[config.mk]
export PLATFORM = sky130hd
export DESIGN_NAME = shell_command_line_lexer_top
export DESIGN_NICKNAME = d
export VERILOG_FILES = /design/src/rtl/shlex_pkg.sv /design/src/rtl/shlex_front.sv /design/src/rtl/shlex_queue.sv /design/src/rtl/shlex_back.sv /design/src/rtl/shell_command_line_lexer_top.sv
export SDC_FILE = /design/constraint.sdc
export NUM_CORES = 1
export LEC_CHECK = 0
export BUFFER_PORTS_ARGS = -buffer_cell sky130_fd_sc_hd__buf_2
export CAP_MARGIN = 20
export CORE_UTILIZATION = 41
export CTS_BUF_LIST = sky130_fd_sc_hd__clkbuf_8
export CTS_CLUSTER_SIZE = 25
export DETAILED_ROUTE_END_ITERATION = 8
export SLEW_MARGIN = 20
export SYNTH_ARGS = -nofsm -noshare
export SYNTH_HDL_FRONTEND = slang
export SYNTH_HIERARCHICAL = 1
export SYNTH_SLANG_ARGS = --single-unit
export TNS_END_PERCENT = 5
[constraint.sdc]
create_clock -name clock -period 21.9 [get_ports clock]
set_input_delay 3.285 -clock clock [delete_from_list [all_inputs] [get_ports clock]]
set_output_delay 3.285 -clock clock [all_outputs]
set_load 0.05 [all_outputs]
[src/rtl/shlex_pkg.sv]
// shared types and constants of the shell command line lexer
package shlex_pkg;

   localparam int MAX_WORDS     = 32;
   localparam int WORD_CAPACITY = 256;
   localparam int WLEN_W        = $clog2(WORD_CAPACITY);
   localparam logic [WLEN_W-1:0] WLEN_MAX = WLEN_W'(WORD_CAPACITY - 1);
   localparam int WCNT_W        = 6;
   localparam int MAX_RES       = 4;
   localparam int RES_IDX_W     = $clog2(MAX_RES);
   localparam int RES_CNT_W     = $clog2(MAX_RES + 1);
   localparam int LEX_PASSES    = 4;
   localparam int Q_DEPTH       = 2;
   localparam int Q_PTR_W       = $clog2(Q_DEPTH);
   localparam int Q_CNT_W       = $clog2(Q_DEPTH + 1);

   localparam logic [7:0] CH_NUL    = 8'h00;
   localparam logic [7:0] CH_TAB    = 8'h09;
   localparam logic [7:0] CH_SPACE  = 8'h20;
   localparam logic [7:0] CH_DQUOTE = 8'h22;
   localparam logic [7:0] CH_HASH   = 8'h23;
   localparam logic [7:0] CH_DOLLAR = 8'h24;
   localparam logic [7:0] CH_AMP    = 8'h26;
   localparam logic [7:0] CH_SQUOTE = 8'h27;
   localparam logic [7:0] CH_ZERO   = 8'h30;
   localparam logic [7:0] CH_NINE   = 8'h39;
   localparam logic [7:0] CH_SEMI   = 8'h3B;
   localparam logic [7:0] CH_QUEST  = 8'h3F;
   localparam logic [7:0] CH_UPPER_A = 8'h41;
   localparam logic [7:0] CH_UPPER_Z = 8'h5A;
   localparam logic [7:0] CH_BSLASH = 8'h5C;
   localparam logic [7:0] CH_UNDER  = 8'h5F;
   localparam logic [7:0] CH_LOWER_A = 8'h61;
   localparam logic [7:0] CH_LOWER_Z = 8'h7A;
   localparam logic [7:0] CH_BAR    = 8'h7C;

   localparam logic [1:0] SEP_LINE = 2'd0;
   localparam logic [1:0] SEP_SEMI = 2'd1;
   localparam logic [1:0] SEP_AND  = 2'd2;
   localparam logic [1:0] SEP_OR   = 2'd3;

   localparam logic [1:0] ERR_OPERATOR  = 2'd0;
   localparam logic [1:0] ERR_WORDS     = 2'd1;
   localparam logic [1:0] ERR_QUOTE     = 2'd2;
   localparam logic [1:0] ERR_BACKSLASH = 2'd3;

   typedef enum logic [3:0] {
      ST_SPACE     = 4'd0,
      ST_WORD      = 4'd1,
      ST_SQ        = 4'd2,
      ST_DQ        = 4'd3,
      ST_BS        = 4'd4,
      ST_DQ_BS     = 4'd5,
      ST_DOLLAR    = 4'd6,
      ST_DQ_DOLLAR = 4'd7,
      ST_NAME      = 4'd8,
      ST_DQ_NAME   = 4'd9,
      ST_AMP       = 4'd10,
      ST_BAR       = 4'd11,
      ST_COMMENT   = 4'd12,
      ST_DROP      = 4'd13
   } lex_state_type;

   typedef enum logic [2:0] {
      KIND_WORD_BYTE = 3'd0,
      KIND_WORD_END  = 3'd1,
      KIND_NAME_BYTE = 3'd2,
      KIND_NAME_END  = 3'd3,
      KIND_CMD_END   = 3'd4,
      KIND_ERROR     = 3'd5
   } kind_type;

   typedef struct packed {
      kind_type          kind;
      logic [7:0]        out_byte;
      logic [1:0]        sep_code;
      logic [WCNT_W-1:0] word_total;
      logic [1:0]        error_code;
   } result_type;

   typedef struct packed {
      logic [RES_CNT_W-1:0]       count;
      result_type [MAX_RES-1:0]   items;
   } bundle_type;

   typedef struct packed {
      logic [3:0] hundreds;
      logic [3:0] tens;
      logic [3:0] ones;
   } status_digits_type;

endpackage

[src/rtl/shlex_front.sv]
// front end: accepts characters and turns each into a bundle of results
module shlex_front (
   input  logic                          clock,
   input  logic                          reset,
   input  logic                          req_valid,
   output logic                          req_ready,
   input  logic [7:0]                    req_char_in,
   input  shlex_pkg::status_digits_type  digits,
   input  logic                          q_space,
   output logic                          q_push,
   output shlex_pkg::bundle_type         q_bundle
);

   shlex_pkg::lex_state_type              st_ff, st_in;
   logic [shlex_pkg::WLEN_W-1:0]          wl_ff, wl_in;
   logic [shlex_pkg::WCNT_W-1:0]          wc_ff, wc_in;
   logic                                  qf_ff, qf_in;
   logic                                  wa_ff, wa_in;
   shlex_pkg::bundle_type                 bundle;
   logic                                  accept;

   function automatic shlex_pkg::bundle_type push(
      input shlex_pkg::bundle_type       b,
      input shlex_pkg::kind_type         k,
      input logic [7:0]                  byte_v,
      input logic [1:0]                  sep,
      input logic [shlex_pkg::WCNT_W-1:0] total,
      input logic [1:0]                  err
   );
      shlex_pkg::bundle_type r;
      r = b;
      if (r.count < shlex_pkg::RES_CNT_W'(shlex_pkg::MAX_RES)) begin
         r.items[r.count[shlex_pkg::RES_IDX_W-1:0]] = '{kind: k, out_byte: byte_v,
            sep_code: sep, word_total: total, error_code: err};
         r.count = r.count + 1'b1;
      end
      return r;
   endfunction

   function automatic shlex_pkg::bundle_type put_byte(
      input shlex_pkg::bundle_type       b,
      input logic [shlex_pkg::WLEN_W-1:0] wl,
      input logic [7:0]                  byte_v
   );
      shlex_pkg::bundle_type r;
      r = b;
      if (wl < shlex_pkg::WLEN_MAX) begin
         r = push(b, shlex_pkg::KIND_WORD_BYTE, byte_v, 2'd0, '0, 2'd0);
      end
      return r;
   endfunction

   function automatic logic name_start(input logic [7:0] c);
      return (c >= shlex_pkg::CH_UPPER_A && c <= shlex_pkg::CH_UPPER_Z) ||
             (c >= shlex_pkg::CH_LOWER_A && c <= shlex_pkg::CH_LOWER_Z) ||
             (c == shlex_pkg::CH_UNDER);
   endfunction

   function automatic logic name_char(input logic [7:0] c);
      return name_start(c) || (c >= shlex_pkg::CH_ZERO && c <= shlex_pkg::CH_NINE);
   endfunction

   function automatic logic is_space(input logic [7:0] c);
      return (c == shlex_pkg::CH_SPACE) || (c == shlex_pkg::CH_TAB);
   endfunction

   always_comb begin
      shlex_pkg::lex_state_type      st;
      logic [shlex_pkg::WLEN_W-1:0]  wl;
      logic [shlex_pkg::WCNT_W-1:0]  wc;
      logic                          qf;
      logic                          wa;
      logic                          run;
      logic                          again;
      logic [7:0]                    c;
      logic                          dq;
      shlex_pkg::bundle_type         b;
      c   = req_char_in;
      st  = st_ff;
      wl  = wl_ff;
      wc  = wc_ff;
      qf  = qf_ff;
      wa  = wa_ff;
      b   = '0;
      run = 1'b1;
      for (int pass = 0; pass < shlex_pkg::LEX_PASSES; pass++) begin
         again = 1'b0;
         dq    = 1'b0;
         if (run) begin
            unique case (st)
               shlex_pkg::ST_WORD: begin
                  if (c == shlex_pkg::CH_NUL || is_space(c) || c == shlex_pkg::CH_SEMI ||
                      c == shlex_pkg::CH_AMP || c == shlex_pkg::CH_BAR ||
                      c == shlex_pkg::CH_HASH) begin
                     if (wa && (wl != '0 || qf)) begin
                        wc = wc + 1'b1;
                        b  = push(b, shlex_pkg::KIND_WORD_END, 8'd0, 2'd0, wc, 2'd0);
                     end
                     wa    = 1'b0;
                     wl    = '0;
                     qf    = 1'b0;
                     st    = shlex_pkg::ST_SPACE;
                     again = 1'b1;
                  end else if (c == shlex_pkg::CH_SQUOTE) begin
                     qf = 1'b1;
                     st = shlex_pkg::ST_SQ;
                  end else if (c == shlex_pkg::CH_DQUOTE) begin
                     qf = 1'b1;
                     st = shlex_pkg::ST_DQ;
                  end else if (c == shlex_pkg::CH_BSLASH) begin
                     st = shlex_pkg::ST_BS;
                  end else if (c == shlex_pkg::CH_DOLLAR) begin
                     st = shlex_pkg::ST_DOLLAR;
                  end else begin
                     b  = put_byte(b, wl, c);
                     wl = wl + shlex_pkg::WLEN_W'(wl < shlex_pkg::WLEN_MAX);
                  end
               end
               shlex_pkg::ST_SQ, shlex_pkg::ST_DQ, shlex_pkg::ST_BS: begin
                  if (c == shlex_pkg::CH_NUL) begin
                     b  = push(b, shlex_pkg::KIND_ERROR, 8'd0, 2'd0, '0,
                               (st == shlex_pkg::ST_BS) ? shlex_pkg::ERR_BACKSLASH
                                                        : shlex_pkg::ERR_QUOTE);
                     wa = 1'b0;
                     wl = '0;
                     qf = 1'b0;
                     wc = '0;
                     st = shlex_pkg::ST_SPACE;
                  end else if (st == shlex_pkg::ST_BS) begin
                     b  = put_byte(b, wl, c);
                     wl = wl + shlex_pkg::WLEN_W'(wl < shlex_pkg::WLEN_MAX);
                     st = shlex_pkg::ST_WORD;
                  end else if (st == shlex_pkg::ST_SQ && c == shlex_pkg::CH_SQUOTE) begin
                     st = shlex_pkg::ST_WORD;
                  end else if (st == shlex_pkg::ST_DQ && c == shlex_pkg::CH_DQUOTE) begin
                     st = shlex_pkg::ST_WORD;
                  end else if (st == shlex_pkg::ST_DQ && c == shlex_pkg::CH_BSLASH) begin
                     st = shlex_pkg::ST_DQ_BS;
                  end else if (st == shlex_pkg::ST_DQ && c == shlex_pkg::CH_DOLLAR) begin
                     st = shlex_pkg::ST_DQ_DOLLAR;
                  end else begin
                     b  = put_byte(b, wl, c);
                     wl = wl + shlex_pkg::WLEN_W'(wl < shlex_pkg::WLEN_MAX);
                  end
               end
               shlex_pkg::ST_DQ_BS: begin
                  st = shlex_pkg::ST_DQ;
                  if (c == shlex_pkg::CH_DQUOTE || c == shlex_pkg::CH_BSLASH ||
                      c == shlex_pkg::CH_DOLLAR) begin
                     b = put_byte(b, wl, c);
                  end else begin
                     b     = put_byte(b, wl, shlex_pkg::CH_BSLASH);
                     again = 1'b1;
                  end
                  wl = wl + shlex_pkg::WLEN_W'(wl < shlex_pkg::WLEN_MAX);
               end
               shlex_pkg::ST_DOLLAR, shlex_pkg::ST_DQ_DOLLAR: begin
                  dq = (st == shlex_pkg::ST_DQ_DOLLAR);
                  if (c == shlex_pkg::CH_QUEST) begin
                     if (digits.hundreds != 4'd0) begin
                        b  = put_byte(b, wl, shlex_pkg::CH_ZERO + 8'(digits.hundreds));
                        wl = wl + shlex_pkg::WLEN_W'(wl < shlex_pkg::WLEN_MAX);
                     end
                     if (digits.hundreds != 4'd0 || digits.tens != 4'd0) begin
                        b  = put_byte(b, wl, shlex_pkg::CH_ZERO + 8'(digits.tens));
                        wl = wl + shlex_pkg::WLEN_W'(wl < shlex_pkg::WLEN_MAX);
                     end
                     b  = put_byte(b, wl, shlex_pkg::CH_ZERO + 8'(digits.ones));
                     wl = wl + shlex_pkg::WLEN_W'(wl < shlex_pkg::WLEN_MAX);
                     st = dq ? shlex_pkg::ST_DQ : shlex_pkg::ST_WORD;
                  end else if (name_start(c)) begin
                     qf = 1'b1;
                     b  = push(b, shlex_pkg::KIND_NAME_BYTE, c, 2'd0, '0, 2'd0);
                     st = dq ? shlex_pkg::ST_DQ_NAME : shlex_pkg::ST_NAME;
                  end else begin
                     b     = put_byte(b, wl, shlex_pkg::CH_DOLLAR);
                     wl    = wl + shlex_pkg::WLEN_W'(wl < shlex_pkg::WLEN_MAX);
                     st    = dq ? shlex_pkg::ST_DQ : shlex_pkg::ST_WORD;
                     again = 1'b1;
                  end
               end
               shlex_pkg::ST_NAME, shlex_pkg::ST_DQ_NAME: begin
                  if (name_char(c)) begin
                     b = push(b, shlex_pkg::KIND_NAME_BYTE, c, 2'd0, '0, 2'd0);
                  end else begin
                     b     = push(b, shlex_pkg::KIND_NAME_END, 8'd0, 2'd0, '0, 2'd0);
                     st    = (st == shlex_pkg::ST_NAME) ? shlex_pkg::ST_WORD
                                                        : shlex_pkg::ST_DQ;
                     again = 1'b1;
                  end
               end
               shlex_pkg::ST_AMP, shlex_pkg::ST_BAR: begin
                  if ((st == shlex_pkg::ST_AMP && c == shlex_pkg::CH_AMP) ||
                      (st == shlex_pkg::ST_BAR && c == shlex_pkg::CH_BAR)) begin
                     b  = push(b, shlex_pkg::KIND_CMD_END, 8'd0,
                               (st == shlex_pkg::ST_AMP) ? shlex_pkg::SEP_AND
                                                         : shlex_pkg::SEP_OR,
                               wc, 2'd0);
                     wc = '0;
                     st = shlex_pkg::ST_SPACE;
                  end else begin
                     b  = push(b, shlex_pkg::KIND_ERROR, 8'd0, 2'd0, '0,
                               shlex_pkg::ERR_OPERATOR);
                     wa = 1'b0;
                     wl = '0;
                     qf = 1'b0;
                     wc = '0;
                     st = (c == shlex_pkg::CH_NUL) ? shlex_pkg::ST_SPACE
                                                   : shlex_pkg::ST_DROP;
                  end
               end
               shlex_pkg::ST_COMMENT: begin
                  if (c == shlex_pkg::CH_NUL) begin
                     b  = push(b, shlex_pkg::KIND_CMD_END, 8'd0, shlex_pkg::SEP_LINE,
                               wc, 2'd0);
                     wc = '0;
                     st = shlex_pkg::ST_SPACE;
                  end
               end
               shlex_pkg::ST_DROP: begin
                  if (c == shlex_pkg::CH_NUL) begin
                     st = shlex_pkg::ST_SPACE;
                  end
               end
               default: begin
                  st = shlex_pkg::ST_SPACE;
                  if (is_space(c)) begin
                     st = shlex_pkg::ST_SPACE;
                  end else if (c == shlex_pkg::CH_NUL || c == shlex_pkg::CH_SEMI) begin
                     b  = push(b, shlex_pkg::KIND_CMD_END, 8'd0,
                               (c == shlex_pkg::CH_NUL) ? shlex_pkg::SEP_LINE
                                                        : shlex_pkg::SEP_SEMI,
                               wc, 2'd0);
                     wc = '0;
                  end else if (c == shlex_pkg::CH_HASH) begin
                     st = shlex_pkg::ST_COMMENT;
                  end else if (c == shlex_pkg::CH_AMP) begin
                     st = shlex_pkg::ST_AMP;
                  end else if (c == shlex_pkg::CH_BAR) begin
                     st = shlex_pkg::ST_BAR;
                  end else if (wc >= shlex_pkg::WCNT_W'(shlex_pkg::MAX_WORDS)) begin
                     b  = push(b, shlex_pkg::KIND_ERROR, 8'd0, 2'd0, '0,
                               shlex_pkg::ERR_WORDS);
                     wa = 1'b0;
                     wl = '0;
                     qf = 1'b0;
                     wc = '0;
                     st = shlex_pkg::ST_DROP;
                  end else begin
                     wa    = 1'b1;
                     wl    = '0;
                     qf    = 1'b0;
                     st    = shlex_pkg::ST_WORD;
                     again = 1'b1;
                  end
               end
            endcase
         end
         run = run & again;
      end
      st_in  = st;
      wl_in  = wl;
      wc_in  = wc;
      qf_in  = qf;
      wa_in  = wa;
      bundle = b;
   end

   assign req_ready = q_space;
   assign accept    = req_valid && req_ready;
   assign q_push    = accept && (bundle.count != '0);
   assign q_bundle  = bundle;

   always_ff @(posedge clock) begin
      if (reset) begin
         st_ff <= shlex_pkg::ST_SPACE;
         wl_ff <= '0;
         wc_ff <= '0;
         qf_ff <= 1'b0;
         wa_ff <= 1'b0;
      end else if (accept) begin
         st_ff <= st_in;
         wl_ff <= wl_in;
         wc_ff <= wc_in;
         qf_ff <= qf_in;
         wa_ff <= wa_in;
      end
   end

endmodule

[src/rtl/shlex_queue.sv]
// short queue of result bundles between front and back end
module shlex_queue (
   input  logic                   clock,
   input  logic                   reset,
   input  logic                   push,
   input  shlex_pkg::bundle_type  push_bundle,
   output logic                   space,
   input  logic                   pop,
   output logic                   nonempty,
   output shlex_pkg::bundle_type  head
);

   shlex_pkg::bundle_type              mem_ff [shlex_pkg::Q_DEPTH];
   logic [shlex_pkg::Q_PTR_W-1:0]      wr_ptr_ff, wr_ptr_in;
   logic [shlex_pkg::Q_PTR_W-1:0]      rd_ptr_ff, rd_ptr_in;
   logic [shlex_pkg::Q_CNT_W-1:0]      count_ff, count_in;
   logic                               do_push;
   logic                               do_pop;

   assign space    = (count_ff != shlex_pkg::Q_CNT_W'(shlex_pkg::Q_DEPTH));
   assign nonempty = (count_ff != '0);
   assign head     = mem_ff[rd_ptr_ff];
   assign do_push  = push && space;
   assign do_pop   = pop && nonempty;

   always_comb begin
      wr_ptr_in = wr_ptr_ff;
      rd_ptr_in = rd_ptr_ff;
      count_in  = count_ff;
      if (do_push) begin
         wr_ptr_in = (wr_ptr_ff == shlex_pkg::Q_PTR_W'(shlex_pkg::Q_DEPTH - 1)) ? '0
                                                                   : wr_ptr_ff + 1'b1;
      end
      if (do_pop) begin
         rd_ptr_in = (rd_ptr_ff == shlex_pkg::Q_PTR_W'(shlex_pkg::Q_DEPTH - 1)) ? '0
                                                                   : rd_ptr_ff + 1'b1;
      end
      if (do_push && !do_pop) begin
         count_in = count_ff + 1'b1;
      end else if (do_pop && !do_push) begin
         count_in = count_ff - 1'b1;
      end
   end

   always_ff @(posedge clock) begin
      if (reset) begin
         wr_ptr_ff <= '0;
         rd_ptr_ff <= '0;
         count_ff  <= '0;
      end else begin
         wr_ptr_ff <= wr_ptr_in;
         rd_ptr_ff <= rd_ptr_in;
         count_ff  <= count_in;
      end
   end

   always_ff @(posedge clock) begin
      if (do_push) begin
         mem_ff[wr_ptr_ff] <= push_bundle;
      end
   end

endmodule

[src/rtl/shlex_back.sv]
// back end: sends the results of each bundle out one per cycle while rsp_ready is high
module shlex_back (
   input  logic                          clock,
   input  logic                          reset,
   input  logic                          q_nonempty,
   input  shlex_pkg::bundle_type         q_head,
   output logic                          q_pop,
   output logic                          rsp_valid,
   input  logic                          rsp_ready,
   output logic [2:0]                    rsp_kind,
   output logic [7:0]                    rsp_out_byte,
   output logic [1:0]                    rsp_sep_code,
   output logic [shlex_pkg::WCNT_W-1:0]  rsp_word_total,
   output logic [1:0]                    rsp_error_code,
   output logic                          rsp_last
);

   logic [shlex_pkg::RES_IDX_W-1:0]  idx_ff, idx_in;
   logic                             valid_ff, valid_in;
   shlex_pkg::result_type            item_ff;
   logic                             last_ff;
   logic                             load;
   logic                             is_last;

   assign load    = q_nonempty && (!valid_ff || rsp_ready);
   assign is_last = (shlex_pkg::RES_CNT_W'(idx_ff) + 1'b1) == q_head.count;
   assign q_pop   = load && is_last;

   always_comb begin
      idx_in   = idx_ff;
      valid_in = valid_ff;
      if (load) begin
         idx_in   = is_last ? '0 : idx_ff + 1'b1;
         valid_in = 1'b1;
      end else if (rsp_ready) begin
         valid_in = 1'b0;
      end
   end

   always_ff @(posedge clock) begin
      if (reset) begin
         idx_ff   <= '0;
         valid_ff <= 1'b0;
      end else begin
         idx_ff   <= idx_in;
         valid_ff <= valid_in;
      end
   end

   always_ff @(posedge clock) begin
      if (load) begin
         item_ff <= q_head.items[idx_ff];
         last_ff <= is_last;
      end
   end

   assign rsp_valid      = valid_ff;
   assign rsp_kind       = item_ff.kind;
   assign rsp_out_byte   = item_ff.out_byte;
   assign rsp_sep_code   = item_ff.sep_code;
   assign rsp_word_total = item_ff.word_total;
   assign rsp_error_code = item_ff.error_code;
   assign rsp_last       = last_ff;

endmodule

[src/rtl/shell_command_line_lexer_top.sv]
// top level of the shell command line lexer
// path: the first result of a character passes the bundle queue, then the output register
// throughput: one character per cycle into the front end while the bundle queue has room;
// the back end sends one result per cycle while rsp_ready is high; a character yields up
// to four results, and characters without results are not queued
// reset: synchronous, clears lexer state, queue and output valid, last_status reads as 0
module shell_command_line_lexer_top (
   input  logic                          clock,
   input  logic                          reset,
   input  logic                          req_valid,
   output logic                          req_ready,
   input  logic [7:0]                    req_char_in,
   output logic                          rsp_valid,
   input  logic                          rsp_ready,
   output logic [2:0]                    rsp_kind,
   output logic [7:0]                    rsp_out_byte,
   output logic [1:0]                    rsp_sep_code,
   output logic [shlex_pkg::WCNT_W-1:0]  rsp_word_total,
   output logic [1:0]                    rsp_error_code,
   output logic                          rsp_last,
   input  logic                          csr_valid,
   output logic                          csr_ready,
   input  logic [7:0]                    csr_last_status
);

   shlex_pkg::status_digits_type  digits_ff, digits_in;
   logic [13:0]                   hund_prod;
   logic [6:0]                    rem;
   logic [14:0]                   tens_prod;
   logic [3:0]                    hund;
   logic [3:0]                    tens;
   logic                          q_space;
   logic                          q_push;
   shlex_pkg::bundle_type         q_bundle;
   logic                          q_pop;
   logic                          q_nonempty;
   shlex_pkg::bundle_type         q_head;

   assign csr_ready = 1'b1;

   // decimal digits of the status by reciprocal multiply
   always_comb begin
      hund_prod = 14'(csr_last_status) * 14'd41;
      hund      = 4'(hund_prod[13:12]);
      rem       = 7'(csr_last_status - 8'(hund) * 8'd100);
      tens_prod = 15'(rem) * 15'd205;
      tens      = tens_prod[14:11];
      digits_in = '{hundreds: hund, tens: tens, ones: 4'(rem - 7'(tens) * 7'd10)};
   end

   always_ff @(posedge clock) begin
      if (reset) begin
         digits_ff <= '0;
      end else if (csr_valid && csr_ready) begin
         digits_ff <= digits_in;
      end
   end

   shlex_front u_front (
      .clock       (clock),
      .reset       (reset),
      .req_valid   (req_valid),
      .req_ready   (req_ready),
      .req_char_in (req_char_in),
      .digits      (digits_ff),
      .q_space     (q_space),
      .q_push      (q_push),
      .q_bundle    (q_bundle)
   );

   shlex_queue u_queue (
      .clock       (clock),
      .reset       (reset),
      .push        (q_push),
      .push_bundle (q_bundle),
      .space       (q_space),
      .pop         (q_pop),
      .nonempty    (q_nonempty),
      .head        (q_head)
   );

   shlex_back u_back (
      .clock          (clock),
      .reset          (reset),
      .q_nonempty     (q_nonempty),
      .q_head         (q_head),
      .q_pop          (q_pop),
      .rsp_valid      (rsp_valid),
      .rsp_ready      (rsp_ready),
      .rsp_kind       (rsp_kind),
      .rsp_out_byte   (rsp_out_byte),
      .rsp_sep_code   (rsp_sep_code),
      .rsp_word_total (rsp_word_total),
      .rsp_error_code (rsp_error_code),
      .rsp_last       (rsp_last)
   );

`ifndef SYNTHESIS
   a_digits_match: assert property (@(posedge clock) disable iff (reset)
      csr_valid && csr_ready |=>
         (10'(digits_ff.hundreds) * 10'd100 + 10'(digits_ff.tens) * 10'd10 +
          10'(digits_ff.ones)) == 10'($past(csr_last_status)))
      else $error("status digits do not match written status");

   a_pop_nonempty: assert property (@(posedge clock) disable iff (reset)
      q_pop |-> q_nonempty)
      else $error("back end pops an empty queue");

   a_push_has_room: assert property (@(posedge clock) disable iff (reset)
      q_push |-> q_space && q_bundle.count != '0)
      else $error("front end pushes without room or with an empty bundle");

   a_word_total_range: assert property (@(posedge clock) disable iff (reset)
      rsp_valid && rsp_kind == 3'(shlex_pkg::KIND_CMD_END) |->
         rsp_word_total <= shlex_pkg::WCNT_W'(shlex_pkg::MAX_WORDS))
      else $error("command end reports too many words");
`endif

endmodule

After elaboration in Yosys (flattened, before gate mapping):

Memory sizes are Yosys's and may differ from the RTL's. A register that Yosys moved wholly into a read port is not among the register bits.
Index checks and enable logic that the tools add are counted.

* memory bits (read-only): 0
* latch bits: 0
* input bits: 21
* word-level logic and storage cells: 1027
* flip-flop bits (word level): 59
* output and inout port bits: 25
* memories: 1
* RAM bits: 174

* multiplexer cells: 667
* magnitude comparators: 56
* eq/ne operators: 66
* bitwise operators: 47
* shift operators: 0
* div/mod/pow operators: 0
* reduce and logical (&&, ||, !) cells: 129
* multipliers: 4
* $add $sub $neg: 38

Memory list
* u_queue.mem_ff: words 2, bits a word 87, rd ports 1, clocked after Yosys merged registers in 1, wr ports 1, line shlex_queue.sv:13 `shlex_pkg::bundle_type mem_ff [shlex_pkg::Q_DEPTH];`

Operators with widths (count)
* 87-bit 2-to-1 mux: 191
* 87-bit case mux with 8 select lines: 4
* 84-bit bitwise mux: 32
* 8-bit 2-to-1 mux: 109
* 76-bit AND: 9
* 76-bit NOT: 9
* 85-bit 2-to-1 mux: 7
* 21-bit demux with 2-bit select: 11
* 4-bit 2-to-1 mux: 92
* 21-bit 2-to-1 mux: 12
* 6-bit 2-to-1 mux: 39
* 72-bit AND: 3
* 72-bit NOT: 3
* 68-bit AND: 3
* 68-bit NOT: 3
* 8-bit case mux with 6 select lines: 4
* 1-bit 2-to-1 mux: 133
* 4-bit case mux with 7 select lines: 4
* 8-bit by 1-bit adder with 8-bit output: 12
* 4-bit == test, second input constant: 24
* 8-bit less-than comparator, second input constant: 12
* 6-bit case mux with 4 select lines: 4
* 8-bit bitwise OR: 9
* 4-bit by 3-bit == test with 1-bit output, second input constant: 16
* other kinds (51): 262

Longest topological paths before layout:

* depth after elaboration: 127
* mapped depth: 45
* gate-level depth less buffers: 39

Hierarchy:

The synthesis kept the hierarchy.

By module, submodules not included
* shlex_front: sequential area each 400.4 µm², times used 1, cells an instance 1392, area an instance 8643.3 µm²
* shlex_queue: sequential area each 5325.1 µm², times used 1, cells an instance 295, area an instance 6621.4 µm²
* shell_command_line_lexer_top: sequential area each 200.2 µm², times used 1, cells an instance 187, area an instance 1908.1 µm²
* shlex_back: sequential area each 720.7 µm², times used 1, cells an instance 68, area an instance 1391.3 µm²

Worst setup path after synthesis:

OpenSTA, ideal clock, no wires.

* path kind: input port to flip-flop
* start point: in csr_last_status[2]
* end point: reg digits_ff[3] in the netlist's numbering
* setup slack: 11.200 ns
* stages on the path: 35
* path buffers: 0
* arrival time: 10.612 ns
* library setup time: 0.088 ns
* cell sequence: ha_1 -> fa_1 -> ha_1 -> ha_1 -> nand4_1 -> o211ai_1 -> a311o_1 -> a21oi_1 -> xor2_1 -> inv_2 -> ha_1 -> inv_1 -> fa_1 -> o21ai_0 -> nand2b_1 -> xnor2_1 -> xnor2_1 -> xnor2_1 -> ha_1 -> ha_1 -> fa_1 -> inv_1 -> fa_1 -> inv_1 -> ha_1 -> a211oi_2 -> a211oi_2 -> a21boi_2 -> o21bai_1 -> xor2_1 -> fa_1 -> xnor2_1 -> xnor3_1 -> a21o_1 -> a311oi_2

RTL lines
* from (decl): line shell_command_line_lexer_top.sv:23 `input logic [7:0] csr_last_status`
* to (signal assigned): line shell_command_line_lexer_top.sv:55 `digits_ff <= digits_in;`
* to (decl): line shell_command_line_lexer_top.sv:26 `shlex_pkg::status_digits_type digits_ff, digits_in;`

==> flow_summary.rst <==
.. list-table::
   :header-rows: 1

   * - Metric
     - Value
   * - Status
     - complete, no violations
   * - Total DRC errors in the routed layout
     - 0
   * - Total of max-cap violations
     - 0
   * - Final worst-path cycle share
     - 0.492
   * - CTS Root Buffer Type
     - clkbuf_8
   * - 1st-pass router iterations
     - 7
   * - Commonest register cell after synthesis
     - edfxtp_1
   * - Cell type with the highest aggregate area in the netlist
     - edfxtp_1
   * - Post-CTS Hold Fix Bufs
     - 0
   * - Ys Warns
     - 6
   * - CTS tree
     - done
   * - Drt first-iter violations
     - 2055
   * - Top cells by area in the synthesized netlist
     - edfxtp_1, ha_1, dfxtp_1, nor2_1, mux2_2
   * - Average detailed-routed wire length per instance
     - 24.7 um
   * - Cell with the most instances on the worst path
     - ha_1
   * - All-Layer GR Usage
     - 0.273
   * - Required time at the worst-slack endpoint
     - 22410 ps
   * - Area of the die
     - 0.0461 sq mm
   * - Die Y
     - 215 um
   * - Number of rows in the core area
     - 77
   * - Worst-path maximum fanout
     - 6
   * - Clock slew at reported path FFs
     - 60 ps
   * - Max Root-Sink Buffers
     - 3
   * - Proportion of register bits with asynchronous set or reset after synthesis
     - 0
   * - Final setup violation count
     - 0
   * - Reported leakage power
     - 7.29 nW
   * - Area Growth Syn to Fin
     - 8.38%
   * - Arrival time at the worst endpoint
     - 11290 ps
   * - I/O Pins
     - 46
   * - Num Clock Sinks
     - 234
   * - Area of the core
     - 0.0444 sq mm
   * - Number of standard cells in the layout, taps in and fillers out
     - 2583
   * - Kind of critical path
     - primary input to register
   * - Worst path max stage delay
     - 500 ps
   * - Fin. max-slew vios
     - 0
   * - Post-CTS Setup Inserts
     - 0
   * - Maximum number of pins on one net before global-route repair
     - 68
   * - Net count, final
     - 2085
   * - Initial core utilization
     - 0.418
   * - Initial antenna violation count
     - 2
   * - Register bit total from synthesis
     - 234
   * - Post-route worst hold slack
     - 513 ps
   * - Residual overflow from global routing
     - 0
   * - Via count of the first global-routing pass
     - 15900
   * - Wire length of the first global-routing pass
     - 97.3 mm
   * - Upper clock frequency limit
     - 92.8 MHz
   * - Maximum level of the CTS H-tree
     - 2
   * - Remaining max-slew budget at the tightest pin
     - 0.283
   * - Sequential share of the synthesized area
     - 0.358
   * - Worst Setup End Kind
     - register
   * - Power Dens Cells
     - 157 mW/mm^2
   * - DP Wirelength
     - 47.2 mm
   * - Post-route antenna net violation count
     - 0
   * - Placement Setup Slack
     - 10490 ps
   * - Proportion of layout cells with a drive suffix above 1
     - 0.165
   * - Total Routed Length
     - 63.9 mm
   * - Via count
     - 16600
   * - Number of buffers inserted during clock tree synthesis
     - 41
   * - Final critical-path setup slack
     - 11120 ps
   * - Worst Setup Start Kind
     - primary input
   * - Top-area cell type share of the netlist area
     - 0.317
   * - Count of flip-flops with a built-in enable after synthesis
     - 196
   * - Setup repair after global routing missed its margin
     - no
   * - Clock Skews
     - 50.1 ps
   * - Post-CTS sizing
     - 0
   * - Worst-margin pin slew
     - 1070 ps
   * - Peak ir drop on the vdd network
     - 0.000102 V
   * - Number of port buffers
     - 44
   * - Number of fillers in the final layout
     - 4288
   * - Die width
     - 215 um
   * - Minimum clock period after layout
     - 10780 ps
   * - Final sum of negative setup slack
     - 0 ps
   * - Number of hold-slack violations in the final timing report
     - 0
   * - Number of instances in the synthesized netlist
     - 1942
   * - Number of placed cells counting well taps
     - 2507
   * - Mean area per synthesized cell
     - 9.56 sq um
   * - Via density per instance
     - 6.41
   * - Netlist cell types
     - 126
   * - Mapped Area
     - 0.0186 sq mm
   * - Cell with the largest stage delay on the worst path
     - fa_1
   * - Clock Latency Late Sink
     - 600 ps
   * - Min-Delay Path Class
     - register to register
   * - Routability cong.
     - 1.05
## area by class of cell
cell class | count | area (sq um) | area share
Multi-Input combinational cell | 1526 | 11100 | 0.552
Sequential cell | 234 | 6650 | 0.331
Tap cell | 592 | 741 | 0.0368
Clock buffer | 44 | 606 | 0.0301
Timing Repair Buffer | 93 | 588 | 0.0292
Inverter | 62 | 234 | 0.0116
Clock inverter | 30 | 199 | 0.00989
Antenna cell | 2 | 5.00 | 0.000249
## placed cells by master, fill, tap and decap left out, drive strengths merged, types with 18 or more instances in the layout
master  instances
a211oi         38
a21o           21
a21oi         134
a22oi          18
a31oi          37
and2           25
and3           23
buf            93
clkbuf         44
conb           18
dfxtp          38
edfxtp        196
ha             94
inv            81
mux2           90
mux2i          18
mux4           21
nand2         149
nand3          58
nand4          19
nor2          192
nor3           45
o211ai         21
o21ai         133
o22ai          24
xnor2          25
## sequential cells by signal (all words and copies together), names as in the netlist, named ones only
signal	count
u_queue/rd_ptr_ff	1
u_front/wl_ff	8
u_back/rsp_out_byte	8
u_front/wc_ff	6
u_back/rsp_error_code	2
u_back/idx_ff	2
u_back/rsp_last	1
u_back/rsp_kind	3
u_queue/wr_ptr_ff	1
u_queue/count_ff	2
u_back/rsp_valid	1
u_queue/mem_ff	174
u_front/st_ff	4
u_front/wa_ff	1
digits_ff	10
u_back/rsp_sep_code	2
u_back/rsp_word_total	6
u_front/qf_ff	1
## metrics by stage
stage / util / instance area, sq um / total power [mW]
2_1_floorplan: - / 18600 / 2.21
3_3_place_gp: 0.435 / 19300 / 2.72
3_5_place_dp: 0.435 / 19300 / 2.73
4_1_cts: 0.453 / 20100 / 3.14
5_1_grt: 0.453 / 20100 / 3.38
6_report: 0.453 / 20100 / 3.17
## cells by family (layout without fill, tap and decap cells)
group | Yosys count | in the layout | share of synthesized area
AOI/OAI and AO/OA | 601 | 601 | 0.225
xor gates and xnor gates | 41 | 41 | 0.0209
adders and majority gates | 106 | 106 | 0.0763
buffers and inverters | 197 | 229 | 0.0489
DFF | 234 | 234 | 0.358
muxes | 129 | 129 | 0.0967
other | 3 | 20 | 0.000607
and+or+nand+nor | 631 | 631 | 0.174
## Yosys cell counts (24+ instances only)
master,n
edfxtp_1,196
clkbuf_1,91
o22ai_1,24
nand2_1,148
a211oi_1,31
xnor2_1,25
nor2_1,188
dfxtp_1,38
mux2_2,60
nor3_1,40
a21oi_1,132
a31oi_1,37
nand3_1,58
ha_1,94
mux2_4,30
inv_1,59
o21ai_0,121
## worst paths after layout
check	to	from	slack, ps	cells past startpoint
hold / removal	u_queue/rd_ptr_ff	u_queue/rd_ptr_ff	510	2
setup / recovery	digits_ff[3]	csr_last_status[1]	11120	36
setup reg to reg	u_queue/mem_ff[0][40]	u_front/wl_ff[2]	11220	33
hold reg to reg	u_queue/rd_ptr_ff	u_queue/rd_ptr_ff	510	2
## worst max-delay path: cells and delay by family
kind / cells / cell delay [ps]
XOR/XNOR: 7 / 1310
adder cells (fa/ha/maj): 12 / 4260
AO/OA/AOI/OAI: 10 / 1820
AND/OR/NAND/NOR: 2 / 200
buffers and inverters: 5 / 410
## power breakdown
part	switching (mW)	total (mW)	leakage, nW	internal (mW)
registers	0.0732	0.785	2.13	0.712
clock network	0.179	0.390	0.474	0.211
logic	1.28	1.99	4.69	0.717
## routing by layer
layer	up-vias	GRT usage	wire length [um]
met3	187	0.0604	6600
met5	-	0	8
met1	7932	0.374	26900
met4	2	0.117	2850
met2	935	0.414	27500
li1	7499	-	-
Power figures use the tool's default switching activity.
